<file path="config.mk">
export PLATFORM = sky130hd
export DESIGN_NAME = valve_feedback_frame_parser_flat
export DESIGN_NICKNAME = d
export VERILOG_FILES = /design/src/hw/rtl/vffp_pkg.sv /design/src/hw/rtl/vffp_stream_if.sv /design/src/hw/rtl/vffp_line.sv /design/src/hw/rtl/valve_feedback_frame_parser.sv /design/src/flat_wrapper.sv
export VERILOG_INCLUDE_DIRS = /design/src /design/src/hw/rtl
export SDC_FILE = /design/constraint.sdc
export NUM_CORES = 1
export LEC_CHECK = 0
export BUFFER_PORTS_ARGS = -buffer_cell sky130_fd_sc_hd__buf_4
export CAP_MARGIN = 20
export CORE_MARGIN = 8
export CORE_UTILIZATION = 60
export DETAILED_ROUTE_END_ITERATION = 8
export MAX_ROUTING_LAYER = met4
export PLACE_DENSITY = 0.8
export SLEW_MARGIN = 40
export SYNTH_ARGS = -nofsm -noshare
export SYNTH_HDL_FRONTEND = slang
export SYNTH_SLANG_ARGS = --single-unit
</file>
<file path="constraint.sdc">
create_clock -name clk_i -period 3.3 [get_ports clk_i]
set_input_delay 0.33 -clock clk_i [delete_from_list [all_inputs] [get_ports clk_i]]
set_output_delay 0.33 -clock clk_i [all_outputs]
set_load 0.02 [all_outputs]
</file>
<file path="src/hw/rtl/assert_macros.svh">
// assertion helpers shared by the rtl
`ifndef ASSERT_MACROS_SVH
`define ASSERT_MACROS_SVH

`ifndef NO_ASSERTIONS

// property must hold at every clock edge outside reset
`define ASSERT_CLK(lbl, clk, rst_n, prop) \
  lbl: assert property (@(posedge clk) disable iff (!rst_n) prop) else $error("assertion failed");

// expression must never be true outside reset
`define ASSERT_NEVER(lbl, clk, rst_n, expr) \
  lbl: assert property (@(posedge clk) disable iff (!rst_n) !(expr)) else $error("assertion failed");

`else

`define ASSERT_CLK(lbl, clk, rst_n, prop)
`define ASSERT_NEVER(lbl, clk, rst_n, expr)

`endif

`endif

</file>
<file path="src/hw/rtl/vffp_pkg.sv">
`default_nettype none

package vffp_pkg;

  localparam int NumValves = 8;
  localparam int FrameLen  = NumValves + 1;
  localparam int LineLimit = 80;
  localparam int LineW     = $clog2(LineLimit + 1);
  localparam int CntW      = $clog2(FrameLen + 1);
  localparam int ValveW    = 8;
  localparam int ByteW     = 8;

  localparam logic [ByteW-1:0] CharOpen  = 8'h7B;
  localparam logic [ByteW-1:0] CharClose = 8'h7D;
  localparam logic [ByteW-1:0] CharNl    = 8'h0A;
  localparam logic [ByteW-1:0] CharZero  = 8'h30;
  localparam logic [ByteW-1:0] CharOne   = 8'h31;

  typedef enum logic {
    ReqByte  = 1'b0,
    ReqClear = 1'b1
  } req_type_e;

  typedef struct packed {
    logic             req_type;
    logic [ByteW-1:0] rx_byte;
  } in_beat_t;

  typedef struct packed {
    logic              frame_accepted;
    logic              pump_bit;
    logic [ValveW-1:0] valve_bits;
    logic              have_feedback;
    logic              changed;
  } res_beat_t;

  // what the line tracker reports for the byte at hand
  typedef struct packed {
    logic                ok;
    logic [FrameLen-1:0] bits;
  } line_res_t;

  // low valve bits of a stored frame, zero padded when there are few valves
  function automatic logic [ValveW-1:0] valves_of(input logic [FrameLen-1:0] fb);
    logic [FrameLen+ValveW-1:0] ext;
    ext = {{ValveW{1'b0}}, fb};
    return ext[ValveW:1];
  endfunction

endpackage

`default_nettype wire

</file>
<file path="src/hw/rtl/vffp_stream_if.sv">
`default_nettype none

interface vffp_req_if;
  logic       valid;
  logic       ready;
  logic       req_type;
  logic [7:0] rx_byte;

  modport source (output valid, output req_type, output rx_byte, input ready);
  modport sink (input valid, input req_type, input rx_byte, output ready);
endinterface

interface vffp_res_if;
  logic       valid;
  logic       ready;
  logic       frame_accepted;
  logic       pump_bit;
  logic [7:0] valve_bits;
  logic       have_feedback;
  logic       changed;

  modport source (output valid, output frame_accepted, output pump_bit, output valve_bits,
                  output have_feedback, output changed, input ready);
  modport sink (input valid, input frame_accepted, input pump_bit, input valve_bits,
                input have_feedback, input changed, output ready);
endinterface

`default_nettype wire

</file>
<file path="src/hw/rtl/vffp_line.sv">
`default_nettype none
`include "assert_macros.svh"

module vffp_line (
  input  wire logic                     clk_i,
  input  wire logic                     rst_ni,
  input  wire logic                     step_i,
  input  wire logic [vffp_pkg::ByteW-1:0] byte_i,
  output vffp_pkg::line_res_t           res_o
);

  logic [vffp_pkg::LineW-1:0]    len_q, len_d;
  logic                          open_q, open_d;
  logic                          close_q, close_d;
  logic                          bad_q, bad_d;
  logic [vffp_pkg::CntW-1:0]     cnt_q, cnt_d;
  logic [vffp_pkg::FrameLen-1:0] bits_q, bits_d;
  logic                          is_nl;

  assign is_nl = (byte_i == vffp_pkg::CharNl);

  assign res_o.ok = is_nl && open_q && close_q && !bad_q &&
                    (cnt_q == vffp_pkg::CntW'(vffp_pkg::FrameLen));
  assign res_o.bits = bits_q;

  always_comb begin
    len_d   = len_q;
    open_d  = open_q;
    close_d = close_q;
    bad_d   = bad_q;
    cnt_d   = cnt_q;
    bits_d  = bits_q;
    if (step_i) begin
      if (is_nl || len_q >= vffp_pkg::LineW'(vffp_pkg::LineLimit)) begin
        // end of line, or over-long line: drop everything held
        len_d   = '0;
        open_d  = 1'b0;
        close_d = 1'b0;
        bad_d   = 1'b0;
        cnt_d   = '0;
        bits_d  = '0;
      end else begin
        len_d = len_q + vffp_pkg::LineW'(1);
        if (!open_q) begin
          if (byte_i == vffp_pkg::CharOpen) begin
            open_d = 1'b1;
          end else if (byte_i == vffp_pkg::CharClose) begin
            bad_d = 1'b1;
          end
        end else if (!close_q) begin
          if (byte_i == vffp_pkg::CharClose) begin
            close_d = 1'b1;
          end else if (cnt_q < vffp_pkg::CntW'(vffp_pkg::FrameLen)) begin
            if (byte_i == vffp_pkg::CharOne) begin
              bits_d = bits_q | (vffp_pkg::FrameLen'(1) << cnt_q);
            end else if (byte_i != vffp_pkg::CharZero) begin
              bad_d = 1'b1;
            end
            cnt_d = cnt_q + vffp_pkg::CntW'(1);
          end
        end
      end
    end
  end

  always_ff @(posedge clk_i or negedge rst_ni) begin
    if (!rst_ni) begin
      len_q   <= '0;
      open_q  <= 1'b0;
      close_q <= 1'b0;
      bad_q   <= 1'b0;
      cnt_q   <= '0;
      bits_q  <= '0;
    end else begin
      len_q   <= len_d;
      open_q  <= open_d;
      close_q <= close_d;
      bad_q   <= bad_d;
      cnt_q   <= cnt_d;
      bits_q  <= bits_d;
    end
  end

  `ASSERT_NEVER(a_len_limit, clk_i, rst_ni, len_q > vffp_pkg::LineW'(vffp_pkg::LineLimit))
  `ASSERT_CLK(a_close_after_open, clk_i, rst_ni, close_q |-> open_q)
  `ASSERT_CLK(a_cnt_needs_open, clk_i, rst_ni, (cnt_q != '0) |-> (open_q && len_q != '0))

endmodule

`default_nettype wire

</file>
<file path="src/hw/rtl/valve_feedback_frame_parser.sv">
// an accepted beat is held in the input register, then its result in the result register
// throughput: one beat per cycle while the receiver takes results, input register and result register in line
// the input side keeps taking beats while a result waits, until both stages are full
// reset clears the line state, stored feedback, have-feedback and changed flags
`default_nettype none
`include "assert_macros.svh"

module valve_feedback_frame_parser (
  input  wire logic  clk_i,
  input  wire logic  rst_ni,
  vffp_req_if.sink   req_i,
  vffp_res_if.source res_o
);

  logic                          s1_valid_q;
  vffp_pkg::in_beat_t            s1_beat_q;
  logic                          out_valid_q;
  vffp_pkg::res_beat_t           out_q, out_d;
  logic [vffp_pkg::FrameLen-1:0] fb_q, fb_d;
  logic                          have_q, have_d;
  logic                          changed_q, changed_d;
  logic                          adv, proc, is_clear, step, upd;
  vffp_pkg::line_res_t           line_res;

  assign adv         = !out_valid_q || res_o.ready;
  assign req_i.ready = !s1_valid_q || adv;
  assign proc        = s1_valid_q && adv;
  assign is_clear    = (s1_beat_q.req_type == vffp_pkg::ReqClear);
  assign step        = proc && !is_clear;
  assign upd         = step && line_res.ok;

  vffp_line u_line (
    .clk_i  (clk_i),
    .rst_ni (rst_ni),
    .step_i (step),
    .byte_i (s1_beat_q.rx_byte),
    .res_o  (line_res)
  );

  always_comb begin
    fb_d      = fb_q;
    have_d    = have_q;
    changed_d = changed_q;
    if (proc && is_clear) begin
      changed_d = 1'b0;
    end else if (upd) begin
      if (!have_q || line_res.bits != fb_q) begin
        changed_d = 1'b1;
      end
      fb_d   = line_res.bits;
      have_d = 1'b1;
    end
    out_d.frame_accepted = upd;
    out_d.pump_bit       = fb_d[0];
    out_d.valve_bits     = vffp_pkg::valves_of(fb_d);
    out_d.have_feedback  = have_d;
    out_d.changed        = changed_d;
  end

  always_ff @(posedge clk_i or negedge rst_ni) begin
    if (!rst_ni) begin
      s1_valid_q  <= 1'b0;
      out_valid_q <= 1'b0;
      fb_q        <= '0;
      have_q      <= 1'b0;
      changed_q   <= 1'b0;
    end else begin
      if (req_i.ready) begin
        s1_valid_q <= req_i.valid;
      end
      if (adv) begin
        out_valid_q <= s1_valid_q;
      end
      fb_q      <= fb_d;
      have_q    <= have_d;
      changed_q <= changed_d;
    end
  end

  // payload registers
  always_ff @(posedge clk_i) begin
    if (req_i.valid && req_i.ready) begin
      s1_beat_q.req_type <= req_i.req_type;
      s1_beat_q.rx_byte  <= req_i.rx_byte;
    end
    if (proc) begin
      out_q <= out_d;
    end
  end

  assign res_o.valid          = out_valid_q;
  assign res_o.frame_accepted = out_q.frame_accepted;
  assign res_o.pump_bit       = out_q.pump_bit;
  assign res_o.valve_bits     = out_q.valve_bits;
  assign res_o.have_feedback  = out_q.have_feedback;
  assign res_o.changed        = out_q.changed;

  `ASSERT_CLK(a_accept_has_fb, clk_i, rst_ni, (out_valid_q && out_q.frame_accepted) |-> out_q.have_feedback)
  `ASSERT_CLK(a_have_sticky, clk_i, rst_ni, have_q |=> have_q)
  `ASSERT_CLK(a_first_frame_changed, clk_i, rst_ni, $rose(have_q) |-> changed_q)
  `ASSERT_CLK(a_no_proc_hold, clk_i, rst_ni, !proc |=> ($stable(fb_q) && $stable(changed_q)))

endmodule

`default_nettype wire

</file>
<file path="src/flat_wrapper.sv">
// flat-port wrapper written by rule: the top's interface ports become plain ports
module valve_feedback_frame_parser_flat 
  (clk_i, rst_ni, req_i_valid, req_i_req_type, req_i_rx_byte, req_i_ready, res_o_valid, res_o_frame_accepted, res_o_pump_bit, res_o_valve_bits, res_o_have_feedback, res_o_changed, res_o_ready);
  vffp_req_if req_i_i ();
  vffp_res_if res_o_i ();
  input  wire logic clk_i;
  input  wire logic rst_ni;
  input wire logic [$bits(req_i_i.valid)-1:0] req_i_valid;
  input wire logic [$bits(req_i_i.req_type)-1:0] req_i_req_type;
  input wire logic [$bits(req_i_i.rx_byte)-1:0] req_i_rx_byte;
  output wire logic [$bits(req_i_i.ready)-1:0] req_i_ready;
  output wire logic [$bits(res_o_i.valid)-1:0] res_o_valid;
  output wire logic [$bits(res_o_i.frame_accepted)-1:0] res_o_frame_accepted;
  output wire logic [$bits(res_o_i.pump_bit)-1:0] res_o_pump_bit;
  output wire logic [$bits(res_o_i.valve_bits)-1:0] res_o_valve_bits;
  output wire logic [$bits(res_o_i.have_feedback)-1:0] res_o_have_feedback;
  output wire logic [$bits(res_o_i.changed)-1:0] res_o_changed;
  input wire logic [$bits(res_o_i.ready)-1:0] res_o_ready;
  assign req_i_i.valid = req_i_valid;
  assign req_i_i.req_type = req_i_req_type;
  assign req_i_i.rx_byte = req_i_rx_byte;
  assign req_i_ready = req_i_i.ready;
  assign res_o_valid = res_o_i.valid;
  assign res_o_frame_accepted = res_o_i.frame_accepted;
  assign res_o_pump_bit = res_o_i.pump_bit;
  assign res_o_valve_bits = res_o_i.valve_bits;
  assign res_o_have_feedback = res_o_i.have_feedback;
  assign res_o_changed = res_o_i.changed;
  assign res_o_i.ready = res_o_ready;
  valve_feedback_frame_parser u_core (.clk_i(clk_i), .rst_ni(rst_ni), .req_i(req_i_i), .res_o(res_o_i));
endmodule
</file>
==> results.tsv <==
metric	value	unit
async_flop_share	63.2	%
vdd_drop_max	399	µV
multi_input_area	892	µm²
die-width	80.2	µm
cts_max_level	3	
p_leak	0.00135	µW
critPathRequiredTime	3370	ps
cts_tree	done	
power_density	592	nW/µm²
synth-edff-count	21	
clk_pin_slew	60	ps
vias	1665	
gp_congestion	0.886	
die_h	80.2	µm
clock_latency	330	ps
vias_per_cell	5.78	
slew_viol_final	0	
finalSetupViolCount	0	
cts_inserted_buffers	9	
design_area	2890	µm²
fin_skew	9.81	ps
whs_path_depth	1	
netlist_instances	196	
regArea	1530	µm²
fillerInstances	273	
rows	23	
grt_pass1_vias	1813	
setup.worst_path.class	reg2reg	
final_antenna_net_count	0	
hpwlAfterDp	3680	µm
syn_nets	218	
tightest_slew	669	ps
avgRoutedWirePerCell	17.5	µm
finalWirelength	5040	µm
min_period	2450	ps
core	3970	µm²
ys_ff_latch	57	
reg2reg_depth	5	
timing.final.hold_violations	0	
tns	0	ps
antenna_found_initial	0	
area.growth.synth_to_final	17.0	%
max_freq	409	MHz
yosys_warnings	0	
layout.cells.non_filler	288	
drive_gt1_share	22.7	%
hp-class	in2reg	
status	finished, final reports clean	
cap_violations	0	
cp-end-kind	flop	
place_inst	271	
n_antenna_cell	0	
postCtsSetupRepairBufs	0	
max_slew_margin	55.2	%
clock-sinks	57	
start_util	62.2	%
fp.dieArea	6430	µm²
top_level_ports	27	
start_kind	flop	
syn_avg_cell_area	12.6	µm²
synth_ff_type	dfrtp_1	
nNetsFinal	255	
rsz0062_at_grt	false	
root_buffer	clkbuf_8	
grt_pass1_wl	8270	µm
placed_cell_area	2730	µm²
period_share	74.1	%
synthesis.area	2470	µm²
crit_path_max_fanout	10	
first_pass_iters	4	
grt_remaining_overflow	0	
drc	0	
grt_max_degree	37	
drtIter0Drc	84	
grt_use_total	17.4	%
clockBufferDepth	2	
cp.arrival	2520	ps
io_buffer_count	26	
ys_seq_area_share	62.0	%
synth_cell_types	39	
==> Yosys cell counts (all sizes together), types with 3 or more instances <==
| library cell | instances | area share (%) |
|---|---|---|
| nand2b | 5 | 1.3 |
| o21ai | 4 | 0.81 |
| a31oi | 9 | 2.3 |
| nor3b | 3 | 0.91 |
| nor4 | 4 | 1.6 |
| nand2 | 10 | 1.5 |
| xor2 | 11 | 3.9 |
| edfxtp | 21 | 26 |
| dfrtp | 36 | 36 |
| ha | 9 | 4.6 |
| nor2 | 23 | 3.6 |
| a21oi | 4 | 0.81 |
| inv | 10 | 1.5 |
| nor2b | 3 | 0.76 |
| mux2 | 9 | 4.1 |
| nand3 | 6 | 1.2 |
==> registers in the layout (all words and copies together), names as in the netlist <==
signal / cells
u_core.s1_valid_q: 1
u_core.u_line.open_q: 1
u_core.res_o.pump_bit: 1
u_core.changed_q: 1
u_core.u_line.cnt_q: 4
u_core.u_line.bad_q: 1
u_core.res_o.changed: 1
u_core.res_o.have_feedback: 1
u_core.is_clear: 1
u_core.s1_beat_q: 8
u_core.fb_q: 9
u_core.have_q: 1
u_core.res_o.valve_bits: 8
u_core.u_line.bits_q: 9
u_core.u_line.len_q: 7
u_core.res_o.frame_accepted: 1
u_core.u_line.close_q: 1
u_core.res_o.valid: 1
==> timing repair <==
item                                   4_1_cts  5_1_grt
hold buffers                                 1        0
gates resized for setup                      0        0
endpoints found under the hold margin       36        0
==> cell type report <==
type	count	share of cell area, %
Multi-Input combinational cell	127	30.9
Timing Repair Buffer	28	7.36
Tap cell	50	2.16
Sequential cell	57	53.0
Clock inverter	5	0.779
Inverter	10	1.30
Clock buffer	11	4.55
==> cells in the final DEF, fill, tap and decap left out, drive strengths merged, types with 2 or more instances in the layout <==
master	n
dfrtp	36
buf	27
nor2	23
edfxtp	21
xor2	11
clkbuf	11
inv	10
nand2	10
mux2	9
a31oi	9
ha	9
nand3	6
nand2b	5
clkinv	5
o21ai	4
a21oi	4
nor4	4
nor2b	3
nor3b	3
nand4	2
and2	2
o21a	2
nand4b	2
nor3	2
xnor2	2
o22ai	2
a41oi	2
or4	2
==> where the power goes <==
part           internal (µW)  total [µW]  switching [µW]  leakage (µW)
clock                    263         512             249     0.0000819
sequential               817         904            87.2      0.000674
combinational            122         295             173      0.000594
==> routing by layer <==
layer	wire (µm)	GRT usage, %	part of all wire [%]	vias to the layer above
li1	-	-	-	776
met1	2050	18.1	41	831
met2	2610	29.2	52	44
met3	272	5.25	5.4	14
met4	107	9.27	2.1	0
met5	0	-	0	-
==> per-stage QoR <==
step                      setup slack, ps  power [µW]  hold WS (ps)  utilization [%]
after floorplan                      1230        1100          34.4                -
after global placement               1090        1180           301             68.7
after detailed placement              928        1210           306             68.7
after CTS                             894        1730           158             72.8
after global routing                  780        1800           149             72.8
final                                 855        1710           167             72.8
==> cells by family after synthesis <==
| group | after synthesis | synth area share (%) |
|---|---|---|
| DFF | 57 | 62.0 |
| xor gates and xnor gates | 13 | 4.61 |
| adders and majority gates | 9 | 4.56 |
| AOI/OAI and AO/OA | 25 | 6.48 |
| buffers and inverters | 12 | 1.87 |
| muxes | 10 | 4.51 |
| and+or+nand+nor | 70 | 16.0 |
==> critical path, stage by stage, from the launching register on <==
cell,delay (ps)
edfxtp_1,410
or3_4,430
nor3b_1,360
nand2_1,120
nor2_2,450
mux2_2,420
==> final timing paths <==
path / from / to / slack (ps)
max: u_core.s1_beat_q[6] / u_core.res_o.pump_bit / 850
min: req_i_req_type / u_core.is_clear / 170
max reg2reg: u_core.s1_beat_q[6] / u_core.res_o.pump_bit / 850
min reg2reg: u_core.u_line.len_q[6] / u_core.u_line.len_q[6] / 490
max in group asynchronous: rst_ni / u_core.fb_q[7] / 2480
min in group asynchronous: rst_ni / u_core.u_line.open_q / 500
Note: power is estimated with default switching activity, not from simulation.
